## src/assert_macros.svh

```systemverilog
// Assertion macros used by the framer top level.
`ifndef ASSERT_MACROS_SVH
`define ASSERT_MACROS_SVH

// Same-cycle implication, checked outside reset.
`define RPF_ASSERT(lbl, clk, rstn, ante, cons, msg) \
    lbl: assert property (@(posedge clk) disable iff (!rstn) (ante) |-> (cons)) \
        else $error(msg);

// Next-cycle implication, checked outside reset.
`define RPF_ASSERT_NEXT(lbl, clk, rstn, ante, cons, msg) \
    lbl: assert property (@(posedge clk) disable iff (!rstn) (ante) |=> (cons)) \
        else $error(msg);

`endif

```

## src/rpf_pkg.sv

```systemverilog
// Shared types, constants and bit functions of the radio packet framer.
`default_nettype none

package rpf_pkg;

    localparam int MAX_PAYLOAD_DEF = 249;

    localparam logic [6:0]  PREAMBLE_MAX  = 7'd106;
    localparam logic [2:0]  FIELD_MAX     = 3'd4;
    localparam logic [8:0]  PN9_SEED      = 9'h1FF;
    localparam logic [7:0]  PRE_PLAIN_P1  = 8'h55;
    localparam logic [7:0]  PRE_PLAIN_P0  = 8'haa;
    localparam logic [7:0]  PRE_MANCH_P1  = 8'hff;
    localparam logic [7:0]  PRE_MANCH_P0  = 8'h00;
    localparam logic [7:0]  BYTE_INVERT   = 8'hff;

    localparam logic [15:0] POLY_TABLE [4] = '{16'h1021, 16'h8005, 16'h5B93, 16'h90D9};

    // Reset values of the configuration registers.
    localparam logic [6:0]  RST_PRE_NIB   = 7'd8;
    localparam logic [2:0]  RST_SYNC_LEN  = 3'd2;
    localparam logic [31:0] RST_SYNC      = 32'd765722624;
    localparam logic [2:0]  RST_HDR_LEN   = 3'd2;
    localparam logic [31:0] RST_HDR       = 32'd0;
    localparam logic [1:0]  RST_CRC_SEL   = 2'd1;
    localparam logic [7:0]  RST_MODE      = 8'd69;

    // Bit positions in mode_flags.
    localparam int MF_POLARITY = 0;
    localparam int MF_FIXED    = 1;
    localparam int MF_CRC_ON   = 2;
    localparam int MF_CRC_DATA = 3;
    localparam int MF_LSB      = 4;
    localparam int MF_MANCH    = 5;
    localparam int MF_MINV     = 6;
    localparam int MF_WHITE    = 7;

    localparam logic OP_START = 1'b0;
    localparam logic OP_DATA  = 1'b1;

    typedef enum logic [2:0] {
        REG_PRE_NIB  = 3'd0,
        REG_SYNC_LEN = 3'd1,
        REG_SYNC     = 3'd2,
        REG_HDR_LEN  = 3'd3,
        REG_HDR      = 3'd4,
        REG_CRC_SEL  = 3'd5,
        REG_MODE     = 3'd6
    } reg_idx_t;

    typedef enum logic [2:0] {
        SRC_PRE,
        SRC_SYNC,
        SRC_HDR,
        SRC_LEN,
        SRC_DATA,
        SRC_CRC_HI,
        SRC_CRC_LO
    } src_t;

    typedef enum logic [2:0] {
        ST_IDLE,
        ST_PRE,
        ST_SYNC,
        ST_HDR,
        ST_LEN,
        ST_DATA,
        ST_CRC_HI,
        ST_CRC_LO
    } state_t;

    typedef struct packed {
        logic       emit;
        logic       start;
        logic       load_data;
        src_t       src;
        logic [1:0] idx;
        logic       last;
    } dp_cmd_t;

    typedef struct packed {
        logic       slot_free;
        logic       len_zero;
        logic       rem_last;
        logic       crc_on;
        logic       fixed_len;
        logic [5:0] pre_cnt;
        logic [2:0] sync_cnt;
        logic [2:0] hdr_cnt;
    } dp_sts_t;

    function automatic logic [7:0] rev8(input logic [7:0] b);
        logic [7:0] r;
        for (int i = 0; i < 8; i++) begin
            r[i] = b[7 - i];
        end
        return r;
    endfunction

    // MSB-first CRC-16 over one byte.
    function automatic logic [15:0] crc_byte(input logic [15:0] crc, input logic [7:0] b,
                                             input logic [15:0] poly);
        logic [15:0] c;
        c = crc ^ {b, 8'h00};
        for (int i = 0; i < 8; i++) begin
            c = c[15] ? ({c[14:0], 1'b0} ^ poly) : {c[14:0], 1'b0};
        end
        return c;
    endfunction

    // Eight PN9 steps.
    function automatic logic [8:0] pn9_step8(input logic [8:0] s);
        logic [8:0] t;
        t = s;
        for (int i = 0; i < 8; i++) begin
            t = {t[0] ^ t[5], t[8:1]};
        end
        return t;
    endfunction

endpackage

`default_nettype wire

```

## src/rpf_ctrl.sv

```systemverilog
// Frame sequencer: walks preamble, sync, header, length, data and CRC phases.
`default_nettype none

module rpf_ctrl (
    input  wire logic            aclk,
    input  wire logic            aresetn,
    input  wire logic            s_tvalid,
    input  wire logic            op,
    output logic                 s_tready,
    input  wire rpf_pkg::dp_sts_t sts,
    output rpf_pkg::dp_cmd_t     cmd
);
    import rpf_pkg::*;

    state_t     state_reg, state_next;
    logic [5:0] cnt_reg, cnt_next;
    logic       open_reg, open_next;
    logic       close_nocrc;

    always_ff @(posedge aclk) begin
        if (!aresetn) begin
            state_reg <= ST_IDLE;
            cnt_reg   <= '0;
            open_reg  <= 1'b0;
        end else begin
            state_reg <= state_next;
            cnt_reg   <= cnt_next;
            open_reg  <= open_next;
        end
    end

    // An empty payload without CRC ends the frame on the last start-item byte.
    assign close_nocrc = !sts.crc_on && sts.len_zero;

    always_comb begin
        state_next = state_reg;
        cnt_next   = cnt_reg;
        open_next  = open_reg;
        s_tready   = 1'b0;
        cmd        = '0;
        cmd.src    = SRC_PRE;
        cmd.idx    = cnt_reg[1:0];
        case (state_reg)
            ST_IDLE: begin
                s_tready = 1'b1;
                if (s_tvalid) begin
                    if (op == OP_START) begin
                        cmd.start  = 1'b1;
                        open_next  = 1'b1;
                        cnt_next   = '0;
                        state_next = ST_PRE;
                    end else if (open_reg) begin
                        cmd.load_data = 1'b1;
                        state_next    = ST_DATA;
                    end
                end
            end
            ST_PRE: begin
                cmd.src = SRC_PRE;
                if (cnt_reg == sts.pre_cnt) begin
                    cnt_next   = '0;
                    state_next = ST_SYNC;
                end else if (sts.slot_free) begin
                    cmd.emit = 1'b1;
                    cmd.last = close_nocrc && sts.sync_cnt == '0 && sts.hdr_cnt == '0
                               && sts.fixed_len && (cnt_reg + 6'd1 == sts.pre_cnt);
                    cnt_next = cnt_reg + 6'd1;
                end
            end
            ST_SYNC: begin
                cmd.src = SRC_SYNC;
                if (cnt_reg == {3'b000, sts.sync_cnt}) begin
                    cnt_next   = '0;
                    state_next = ST_HDR;
                end else if (sts.slot_free) begin
                    cmd.emit = 1'b1;
                    cmd.last = close_nocrc && sts.hdr_cnt == '0 && sts.fixed_len
                               && (cnt_reg + 6'd1 == {3'b000, sts.sync_cnt});
                    cnt_next = cnt_reg + 6'd1;
                end
            end
            ST_HDR: begin
                cmd.src = SRC_HDR;
                if (cnt_reg == {3'b000, sts.hdr_cnt}) begin
                    cnt_next   = '0;
                    state_next = ST_LEN;
                end else if (sts.slot_free) begin
                    cmd.emit = 1'b1;
                    cmd.last = close_nocrc && sts.fixed_len
                               && (cnt_reg + 6'd1 == {3'b000, sts.hdr_cnt});
                    cnt_next = cnt_reg + 6'd1;
                end
            end
            ST_LEN: begin
                cmd.src = SRC_LEN;
                if (sts.fixed_len || sts.slot_free) begin
                    cmd.emit = !sts.fixed_len;
                    cmd.last = !sts.fixed_len && close_nocrc;
                    if (sts.len_zero) begin
                        open_next  = 1'b0;
                        state_next = sts.crc_on ? ST_CRC_HI : ST_IDLE;
                    end else begin
                        state_next = ST_IDLE;
                    end
                end
            end
            ST_DATA: begin
                cmd.src = SRC_DATA;
                if (sts.slot_free) begin
                    cmd.emit = 1'b1;
                    cmd.last = !sts.crc_on && sts.rem_last;
                    if (sts.rem_last) begin
                        open_next  = 1'b0;
                        state_next = sts.crc_on ? ST_CRC_HI : ST_IDLE;
                    end else begin
                        state_next = ST_IDLE;
                    end
                end
            end
            ST_CRC_HI: begin
                cmd.src = SRC_CRC_HI;
                if (sts.slot_free) begin
                    cmd.emit   = 1'b1;
                    state_next = ST_CRC_LO;
                end
            end
            ST_CRC_LO: begin
                cmd.src = SRC_CRC_LO;
                if (sts.slot_free) begin
                    cmd.emit   = 1'b1;
                    cmd.last   = 1'b1;
                    state_next = ST_IDLE;
                end
            end
            default: begin
                state_next = ST_IDLE;
            end
        endcase
    end

endmodule

`default_nettype wire

```

## src/rpf_dp.sv

```systemverilog
// Framer datapath: config registers, CRC and PN9 state, byte encoder, output register.
`default_nettype none

module rpf_dp #(
    parameter int MAX_PAYLOAD = rpf_pkg::MAX_PAYLOAD_DEF
) (
    input  wire logic            aclk,
    input  wire logic            aresetn,
    input  wire logic            cfg_wr_en,
    input  wire logic [2:0]      cfg_addr,
    input  wire logic [31:0]     cfg_wr_data,
    input  wire logic [7:0]      payload_length,
    input  wire logic [7:0]      data_byte,
    input  wire rpf_pkg::dp_cmd_t cmd,
    output rpf_pkg::dp_sts_t     sts,
    output logic                 m_tvalid,
    input  wire logic            m_tready,
    output logic [7:0]           m_tdata,
    output logic                 m_tlast
);
    import rpf_pkg::*;

    localparam logic [7:0] MAX_LEN = 8'(MAX_PAYLOAD);

    logic [6:0]  pre_nib_reg;
    logic [2:0]  sync_num_reg;
    logic [31:0] sync_reg;
    logic [2:0]  hdr_len_reg;
    logic [31:0] hdr_reg;
    logic [1:0]  crc_sel_reg;
    logic [7:0]  mode_reg;

    logic [15:0] crc_reg;
    logic [8:0]  lfsr_reg;
    logic [7:0]  rem_reg;
    logic [7:0]  data_reg;
    logic        out_valid_reg;
    logic [7:0]  out_data_reg;
    logic        out_last_reg;

    logic [6:0]  nib_sat;
    logic [7:0]  pre_sum;
    logic [7:0]  len_sat;
    logic [7:0]  pre_byte;
    logic [7:0]  crc_hi, crc_lo;
    logic [4:0]  byte_sh;
    logic [31:0] sync_sh, hdr_sh;
    logic [7:0]  raw;
    logic        whiten_en, feed_en;
    logic [8:0]  lfsr_adv;
    logic [7:0]  white;
    logic [7:0]  enc;
    logic [15:0] crc_new;

    always_ff @(posedge aclk) begin
        if (!aresetn) begin
            pre_nib_reg  <= RST_PRE_NIB;
            sync_num_reg <= RST_SYNC_LEN;
            sync_reg     <= RST_SYNC;
            hdr_len_reg  <= RST_HDR_LEN;
            hdr_reg      <= RST_HDR;
            crc_sel_reg  <= RST_CRC_SEL;
            mode_reg     <= RST_MODE;
        end else if (cfg_wr_en) begin
            case (reg_idx_t'(cfg_addr))
                REG_PRE_NIB:  pre_nib_reg  <= cfg_wr_data[6:0];
                REG_SYNC_LEN: sync_num_reg <= cfg_wr_data[2:0];
                REG_SYNC:     sync_reg     <= cfg_wr_data;
                REG_HDR_LEN:  hdr_len_reg  <= cfg_wr_data[2:0];
                REG_HDR:      hdr_reg      <= cfg_wr_data;
                REG_CRC_SEL:  crc_sel_reg  <= cfg_wr_data[1:0];
                REG_MODE:     mode_reg     <= cfg_wr_data[7:0];
                default: begin
                end
            endcase
        end
    end

    // Phase lengths, saturated.
    assign nib_sat      = (pre_nib_reg > PREAMBLE_MAX) ? PREAMBLE_MAX : pre_nib_reg;
    assign pre_sum      = {1'b0, nib_sat} + 8'd1;
    assign sts.pre_cnt  = pre_sum[6:1];
    assign sts.sync_cnt = (sync_num_reg > FIELD_MAX) ? FIELD_MAX : sync_num_reg;
    assign sts.hdr_cnt  = (hdr_len_reg > FIELD_MAX) ? FIELD_MAX : hdr_len_reg;
    assign sts.crc_on   = mode_reg[MF_CRC_ON];
    assign sts.fixed_len = mode_reg[MF_FIXED];
    assign sts.len_zero = (rem_reg == '0);
    assign sts.rem_last = (rem_reg == 8'd1);
    assign sts.slot_free = !out_valid_reg || m_tready;

    assign len_sat = (payload_length > MAX_LEN) ? MAX_LEN : payload_length;

    always_comb begin
        if (mode_reg[MF_MANCH]) begin
            pre_byte = mode_reg[MF_POLARITY] ? PRE_MANCH_P1 : PRE_MANCH_P0;
        end else begin
            pre_byte = mode_reg[MF_POLARITY] ? PRE_PLAIN_P1 : PRE_PLAIN_P0;
        end
    end

    assign crc_hi  = mode_reg[MF_LSB] ? rev8(crc_reg[15:8]) : crc_reg[15:8];
    assign crc_lo  = mode_reg[MF_LSB] ? rev8(crc_reg[7:0]) : crc_reg[7:0];
    // Byte i of a 32-bit field sits at bits 31-8i down to 24-8i.
    assign byte_sh = {~cmd.idx, 3'b000};
    assign sync_sh = sync_reg >> byte_sh;
    assign hdr_sh  = hdr_reg >> byte_sh;

    always_comb begin
        case (cmd.src)
            SRC_PRE:    raw = pre_byte;
            SRC_SYNC:   raw = sync_sh[7:0];
            SRC_HDR:    raw = hdr_sh[7:0];
            SRC_LEN:    raw = rem_reg;
            SRC_DATA:   raw = data_reg;
            SRC_CRC_HI: raw = crc_hi;
            SRC_CRC_LO: raw = crc_lo;
            default:    raw = '0;
        endcase
        whiten_en = mode_reg[MF_WHITE]
                    && (cmd.src inside {SRC_HDR, SRC_LEN, SRC_DATA, SRC_CRC_HI, SRC_CRC_LO});
        feed_en   = (cmd.src == SRC_DATA)
                    || (!mode_reg[MF_CRC_DATA] && (cmd.src inside {SRC_HDR, SRC_LEN}));
    end

    assign lfsr_adv = pn9_step8(lfsr_reg);
    assign white    = whiten_en ? (raw ^ rev8(lfsr_adv[8:1])) : raw;
    assign enc      = (mode_reg[MF_LSB] ? white : rev8(white))
                      ^ ((mode_reg[MF_MANCH] && mode_reg[MF_MINV]) ? BYTE_INVERT : 8'h00);
    assign crc_new  = crc_byte(crc_reg, mode_reg[MF_LSB] ? rev8(raw) : raw,
                               POLY_TABLE[crc_sel_reg]);

    always_ff @(posedge aclk) begin
        if (!aresetn) begin
            crc_reg  <= '0;
            lfsr_reg <= PN9_SEED;
            rem_reg  <= '0;
        end else if (cmd.start) begin
            crc_reg  <= '0;
            lfsr_reg <= PN9_SEED;
            rem_reg  <= len_sat;
        end else if (cmd.emit) begin
            if (feed_en) begin
                crc_reg <= crc_new;
            end
            if (whiten_en) begin
                lfsr_reg <= lfsr_adv;
            end
            if (cmd.src == SRC_DATA) begin
                rem_reg <= rem_reg - 8'd1;
            end
        end
    end

    always_ff @(posedge aclk) begin
        if (cmd.load_data) begin
            data_reg <= data_byte;
        end
    end

    // Output register: load on emit, drop once the transfer completes.
    always_ff @(posedge aclk) begin
        if (!aresetn) begin
            out_valid_reg <= 1'b0;
        end else if (cmd.emit) begin
            out_valid_reg <= 1'b1;
        end else if (m_tready) begin
            out_valid_reg <= 1'b0;
        end
    end

    always_ff @(posedge aclk) begin
        if (cmd.emit) begin
            out_data_reg <= enc;
            out_last_reg <= cmd.last;
        end
    end

    assign m_tvalid = out_valid_reg;
    assign m_tdata  = out_data_reg;
    assign m_tlast  = out_last_reg;

endmodule

`default_nettype wire

```

## src/radio_packet_framer_top.sv

```systemverilog
// Radio packet framer top level: sequencer plus datapath.
//
// Usage:
//   s_ channel takes items. tuser is the operation (0 start of packet, 1 payload byte);
//   a start item reads payload_length, a payload item reads data_byte.
//   m_ channel gives encoded frame bytes in transmit order; tlast marks the last
//   byte of a frame. cfg_wr_en/cfg_addr/cfg_wr_data write one register per edge;
//   write only while the block is idle.
// Sequencing:
//   s_tready is high only while the sequencer is idle. A start item is captured, then
//   the sequencer emits each preamble, sync and header byte, steps out of each of those
//   three phases, runs the length phase with or without its byte, and emits the two
//   CRC bytes when it closes the packet with CRC. A payload item is captured, then
//   emitted, with the two CRC bytes after it when it closes the packet with CRC; an
//   item outside a packet is dropped. Each byte is on m_ the cycle after its emit cycle.
//   The emit path gives at most one byte per cycle, only while the output slot is free.
// Reset (aresetn low, synchronous): registers return to defaults, no packet open,
//   the output register empties.
// Stall: with m_tready low the output register holds its byte and the sequencer
//   holds its place; emission resumes on the next transfer.
`default_nettype none
`include "assert_macros.svh"

module radio_packet_framer_top #(
    parameter int MAX_PAYLOAD = rpf_pkg::MAX_PAYLOAD_DEF
) (
    input  wire logic        aclk,
    input  wire logic        aresetn,
    input  wire logic        s_tvalid,
    output logic             s_tready,
    input  wire logic [15:0] s_tdata,     // [7:0] payload_length, [15:8] data_byte
    input  wire logic        s_tuser,     // [0] operation
    output logic             m_tvalid,
    input  wire logic        m_tready,
    output logic [7:0]       m_tdata,     // [7:0] frame_byte
    output logic             m_tlast,
    input  wire logic        cfg_wr_en,
    input  wire logic [2:0]  cfg_addr,
    input  wire logic [31:0] cfg_wr_data
);
    import rpf_pkg::*;

    dp_cmd_t cmd;
    dp_sts_t sts;

    rpf_ctrl u_ctrl (
        .aclk     (aclk),
        .aresetn  (aresetn),
        .s_tvalid (s_tvalid),
        .op       (s_tuser),
        .s_tready (s_tready),
        .sts      (sts),
        .cmd      (cmd)
    );

    rpf_dp #(
        .MAX_PAYLOAD (MAX_PAYLOAD)
    ) u_dp (
        .aclk           (aclk),
        .aresetn        (aresetn),
        .cfg_wr_en      (cfg_wr_en),
        .cfg_addr       (cfg_addr),
        .cfg_wr_data    (cfg_wr_data),
        .payload_length (s_tdata[7:0]),
        .data_byte      (s_tdata[15:8]),
        .cmd            (cmd),
        .sts            (sts),
        .m_tvalid       (m_tvalid),
        .m_tready       (m_tready),
        .m_tdata        (m_tdata),
        .m_tlast        (m_tlast)
    );

    // Never overwrite a byte still waiting for its transfer.
    `RPF_ASSERT(a_emit_slot, aclk, aresetn, cmd.emit, sts.slot_free, "emit into busy output")
    // The idle sequencer emits nothing.
    `RPF_ASSERT(a_idle_quiet, aclk, aresetn, s_tready, !cmd.emit, "emit while accepting input")
    // A frame-ending byte shows up on the output with tlast.
    `RPF_ASSERT_NEXT(a_last_out, aclk, aresetn, cmd.emit && cmd.last, m_tvalid && m_tlast, "no tlast")

endmodule

`default_nettype wire

```

## config.mk

```make
export PLATFORM = sky130hd
export DESIGN_NAME = radio_packet_framer_top
export DESIGN_NICKNAME = d
export VERILOG_FILES = /design/src/rpf_pkg.sv /design/src/rpf_ctrl.sv /design/src/rpf_dp.sv /design/src/radio_packet_framer_top.sv
export VERILOG_INCLUDE_DIRS = /design/src /design/src/src
export SDC_FILE = /design/constraint.sdc
export NUM_CORES = 1
export LEC_CHECK = 0
export BUFFER_PORTS_ARGS = -buffer_cell sky130_fd_sc_hd__buf_2
export CAP_MARGIN = 0
export CELL_PAD_IN_SITES_DETAIL_PLACEMENT = 1
export CELL_PAD_IN_SITES_GLOBAL_PLACEMENT = 1
export CORE_ASPECT_RATIO = 1.4
export CORE_MARGIN = 5
export CORE_UTILIZATION = 40
export DETAILED_ROUTE_END_ITERATION = 8
export PLACE_DENSITY = 0.67
export SYNTH_ARGS = -nofsm -noshare
export SYNTH_HDL_FRONTEND = slang
export SYNTH_SLANG_ARGS = --single-unit
export TNS_END_PERCENT = 100
```

## constraint.sdc

```tcl
create_clock -name aclk -period 10.52 [get_ports aclk]
set_input_delay 0.526 -clock aclk [delete_from_list [all_inputs] [get_ports aclk]]
set_output_delay 0.526 -clock aclk [all_outputs]
set_load 0.05 [all_outputs]
```

==> metrics.yaml, run 1 <==
clock_network:
  cts_resized: 0
  cts_root_buf: "clkbuf_16"
  clock_latency_ps: 440
  postCtsHoldBufs: 0
  h-tree-depth: 4
  post_cts_buffers: 0
  cts_sinks: 148
  clk_path_buf_depth: 2
  cts.clk_slew.worst_paths_ps: 70
  cts_tree: "built"
  cts_buffers: 17
grt:
  grt-ovfl-total: 0
  grt_max_degree: 108
  antenna_found_initial: 0
  grtUsageTotal_pct: 22.7
  grt_pass1_vias: 9168
  grt_pass1_wl_mm: 49.9
yosys:
  async_flop_share_pct: 0
  syn_nets: 1250
  postSynthCellCount: 1189
  synth_top_area_share_pct: 26.9
  yosysWarnings: 0
  ys_types: 74
  synth_ff_type: "dfxtp_1"
  synth.avg_cell_area_um2: 8.20
  synth-seq-cells: 148
  syn-cell-area_um2: 9750
  yosysTopAreaCell: "dfxtp_1"
  synth-edff-count: 17
  synth.area.top_cells: "dfxtp_1 (27%), nand2_1 (9.7%), xnor2_1 (7.2%)"
  seq_area_frac_synth_pct: 32.1
timing:
  final.min_clock_period_ps: 6370
  tightestPinTransition_ps: 1010
  slew_viol_final: 0
  max_freq_ghz: 0.157
  finalSetupViolCount: 0
  slew-limit-headroom_pct: 30.6
  hold_ws_ps: 258
  setup_tns_ps: 0
  fin_crit_sh_pct: 60.6
  rsz0062_at_grt: "false"
  hold_viol: 0
  skew_ps: 15.3
power:
  vdd_drop_max_v: 0.000428
  leakage_nw: 3.93
  power-per-cell-area_nw_per_um2: 319
floorplan:
  io_pins: 68
  die_area_um2: 27700
  dieWidth_um: 142
  die_y_um: 195
  rows: 67
  start_util_pct: 40.7
  core-area_um2: 24000
critical_path:
  cpMaxStageDelayCell: "nor4_4"
  arrival_ps: 6760
  end_kind: "register"
  cp-start-kind: "register"
  worstPathRequired_ps: 10900
  crit_type: "register to register"
  max_stage_delay_ps: 860
  cp_max_fo: 23
  path_cells: "nand3b_1 > mux4_2 > a22oi_1 > a31oi_1 > nor4_4 > xnor2_2 > xor2_1 > mux2i_1 > a22oi_1 > xnor2_2 > xor2_2 > a21o_1 > nand3_1 > or3_1 > nand3_1"
place:
  gp_congestion: 0.845
  portBuffers: 67
  dpl.hpwl_mm: 22.9
finish:
  layout-drive-gt1-share_pct: 13.2
  antenna_cells: 0
  areaGrowthSynthToFinish_pct: 11.5
  nets: 1279
detailed_routing:
  wire_per_inst_um: 20.3
  viasPerCell: 5.65
  dr.pass1.iters: 5
  drt_iter0_drc: 389
  vias: 8701
  route.detailed.drc: 0
  drtAntennaViolNets: 0
  wl_mm: 31.2
worst_hold_path:
  hp-class: "input pin to register"
outcome:
  status: "completed"
flow_run:
  cap_violations: 0
[through the flow]
stage	util, %	setup slack (ps)	cell area, µm²	instances	power [mW]
6_report	45.3	4150	10900	1541	3.47
3_3_place_gp	42.9	4340	10300	1509	2.84
3_5_place_dp	42.9	4120	10300	1509	2.86
4_1_cts	45.3	4130	10900	1541	3.48
5_1_grt	45.3	3570	10900	1541	3.70
2_1_floorplan	-	5960	9750	1189	2.41
[critical path: cells and delay by family, from the launching register on]
family           cells  cell delay, ps
AND/OR/NAND/NOR      5            2070
XOR/XNOR             4            1630
multiplexers         2            1060
AO/OA/AOI/OAI        4             790
flip-flops           1             750
[cells in the mapped netlist, drive strengths merged, types with 3 or more instances]
cell type	number
a2111oi	4
a211oi	10
a21boi	72
a21o	6
a21oi	47
a221o	3
a221oi	4
a22oi	19
a311oi	3
a31oi	10
and2	10
and3	16
buf	15
clkbuf	57
dfxtp	131
edfxtp	17
ha	4
inv	11
mux2	4
mux2i	38
mux4	18
nand2	252
nand2b	11
nand3	50
nand4	7
nor2	69
nor2b	21
nor3	26
nor3b	5
nor4	4
o211a	5
o211ai	4
o21a	5
o21ai	49
o22a	3
o22ai	7
or3	7
or4	3
xnor2	87
xor2	45
[path summary, 6_finish.rpt]
check,start,endpoint,slack (ps),cells past startpoint
min,s_tdata[15],u_dp.data_reg[7],260,1
max,u_ctrl.state_reg[1],u_dp.crc_reg[6],4150,15
max reg2reg,u_ctrl.state_reg[1],u_dp.crc_reg[6],4150,15
min reg2reg,u_dp.hdr_reg[7],u_dp.hdr_reg[7],470,2
[power breakdown]
part	total, mW	internal (mW)	switching (mW)
Clock	0.608	0.334	0.274
Sequential	0.702	0.639	0.0622
Combinational	2.16	0.842	1.32
[cell usage in the layout (no fill, tap or decap), types with 7 or more instances in the layout]
master     netlist  routed
and3_1          16      16
clkbuf_16        0      17
and2_1          10      10
xor2_1          43      43
a22oi_1         19      19
a21boi_0        72      72
nor3_1          24      23
o22ai_1          7       7
inv_1           11      11
nand3_1         50      50
xnor2_1         80      80
a31oi_1         10      10
buf_4            2      15
mux2i_1         38      38
a211oi_1        10       9
a21oi_1         45      45
edfxtp_1        17      17
nand4_1          7       7
nand2_1        252     252
buf_2            1      67
nand2b_1        11      11
nor2_1          69      68
nor2b_1         21      21
or3_1            7       7
o21ai_0         49      49
dfxtp_1        131     131
mux4_2          18      18
[metal layers]
layer	up-vias	wire (µm)	part of all wire [%]	track usage, %
met2	141	16000	51	40.2
met1	4256	13000	42	26.9
li1	4239	-	-	-
met4	0	1350	4.3	10.6
met3	65	804	2.6	3.10
met5	-	0	0	0
[cell families after synthesis]
group | count (synthesis) | share of synthesized area (%)
buffers and inverters | 83 | 3.59
DFF | 148 | 32.1
adders and majority gates | 4 | 0.513
and+or+nand+nor | 490 | 22.8
muxes | 60 | 8.52
xor gates and xnor gates | 134 | 13.2
AOI/OAI and AO/OA | 270 | 19.3
[area by class of cell]
class | instances | area (µm²)
timing repair buffer | 82 | 448
inverter | 11 | 41.3
fill | 2938 | 13100
clock buffer | 18 | 429
sequential | 148 | 3130
tap | 310 | 388
clock inverter | 14 | 144
multi-input combinational | 958 | 6290
No activity file was read; power rests on OpenSTA's default activity.
==> inputs of run 2 (changes only) <==
- clock period: 10.52 -> 6.3 ns (I/O delays scaled with it)
==> run 2 against run 1 <==
  * Register-to-register slack lost 3600 ps
  * Sequential power grew 65%
  * Global-route usage grew 0.35 points
  * Die area is the same
  * Wire length grew 1.1%
  * Clock power grew 61%
  * Combinational power grew 70%
  * Critical path depth grew 2
  * Sequential share of layout area shrank 0.19 points
  * Largest power group unchanged
  * Highest routed layer unchanged
==> metrics.yaml, run 2 (synthesis gave the netlist of run 1 again) <==
critical_path:
  worstPathRequired_ps: 6670
  cp_max_fo: 33
  cp-start-kind: "register"
  end_kind: "register"
  arrival_ps: 6110
  crit_type: "register to register"
  r2r_start: "u_ctrl.state_reg[2]"
  cp-startpoint: "u_ctrl.state_reg[2]"
clock_network:
  cts_buffers: 17
  h-tree-depth: 4
  cts_sinks: 148
  cts_tree: "built"
  postCtsHoldBufs: 0
  cts.clk_slew.worst_paths_ps: 60
  clock_latency_ps: 430
  cts_root_buf: "clkbuf_16"
  clk_path_buf_depth: 2
  post_cts_buffers: 0
  cts_resized: 0
floorplan:
  dieWidth_um: 142
  rows: 67
  core-area_um2: 24000
  die_area_um2: 27700
  io_pins: 68
  start_util_pct: 40.7
  die_y_um: 195
place:
  dp.cells: 1520
  portBuffers: 67
  dpl.hpwl_mm: 23.6
  gp_congestion: 0.895
finish:
  nets: 1290
  n_fill_cell: 2997
  regArea_um2: 3130
  final_util_pct: 45.6
  layout-drive-gt1-share_pct: 13.8
  final_cell_mix: "nand2_1 (252), dfxtp_1 (131), xnor2_1 (80)"
  multiInputGateArea_um2: 6290
  areaGrowthSynthToFinish_pct: 12.2
  fin_cells: 1550
  antenna_cells: 0
  layout_commonest_cell: "nand2_1"
timing:
  max_freq_ghz: 0.174
  tightestPinTransition_ps: 864
  finalSetupViolCount: 0
  hold_viol: 0
  skew_ps: 9.03
  rsz0062_at_grt: "false"
  setup_tns_ps: 0
  final.min_clock_period_ps: 5740
  slew_viol_final: 0
  fin_crit_sh_pct: 91.1
  slew-limit-headroom_pct: 42.4
grt:
  antenna_found_initial: 0
  grt_max_degree: 98
  grtUsageTotal_pct: 23.1
  grt_pass1_vias: 9165
  grt_pass1_wl_mm: 50.6
  grt-ovfl-total: 0
worst_hold_path:
  hp-class: "input pin to register"
  min_from: "s_tdata[15]"
power:
  leakage_nw: 3.98
  vdd_drop_max_v: 0.000689
  power-per-cell-area_nw_per_um2: 530
flow_run:
  cap_violations: 0
outcome:
  status: "completed"
detailed_routing:
  route.detailed.drc: 0
  vias: 8749
  wl_mm: 31.6
  drt_iter0_drc: 434
  wire_per_inst_um: 20.4
  viasPerCell: 5.64
  drtAntennaViolNets: 0
  dr.pass1.iters: 5
## run 2: cell type report
cell class | instances | share of cell area (%)
sequential | 148 | 28.6
timing repair buffer | 93 | 4.85
clock buffer | 24 | 4.69
clock inverter | 6 | 0.412
multi-input combinational | 958 | 57.5
tap | 310 | 3.54
inverter | 11 | 0.377
## run 2: routing by layer
metal  track usage (%)  routed length, µm  vias up
met3              2.78                599       49
li1                  -                  -     4255
met2              41.5              16500      116
met4              9.14               1050        0
met5                 0                  0        -
met1              27.7              13400     4329
## run 2: path summary, 6_finish.rpt
path / depth (start not counted) / to / slack (ps)
hold reg to reg: 2 / u_dp.hdr_reg[11] / 460
hold / removal: 1 / u_dp.data_reg[7] / 60
setup / recovery: 17 / u_dp.crc_reg[6] / 560
setup reg to reg: 17 / u_dp.crc_reg[6] / 560
## run 2: worst max-delay path, cell delays in order (launching register included)
cell and delay, ps:
dfxtp_1 310, buf_4 230, and3b_1 250, buf_4 190, mux4_2 540, a22o_1 260
o211ai_1 170, nand4b_1 670, xnor2_2 720, o221ai_1 210, a21oi_1 240, xnor2_2 210
xnor2_2 700, xor2_2 290, a21o_1 150, nand3_1 80, or3_1 350, nand3_1 80
## run 2: metrics by stage
stage	hold slack, ps	cell area (µm²)	worst slack (ps)	power, mW
3_5_place_dp	459	10400	617	4.83
2_1_floorplan	414	9750	1740	4.02
6_report	61.9	10900	560	5.80
3_3_place_gp	449	10400	742	4.79
5_1_grt	43.5	10900	95.7	6.20
4_1_cts	41.6	10900	588	5.83
## run 2: where the power goes
group | switching (mW) | internal, mW | leakage, nW
clock network | 0.410 | 0.567 | 0.274
logic | 2.23 | 1.44 | 2.49
registers | 0.0891 | 1.07 | 1.22
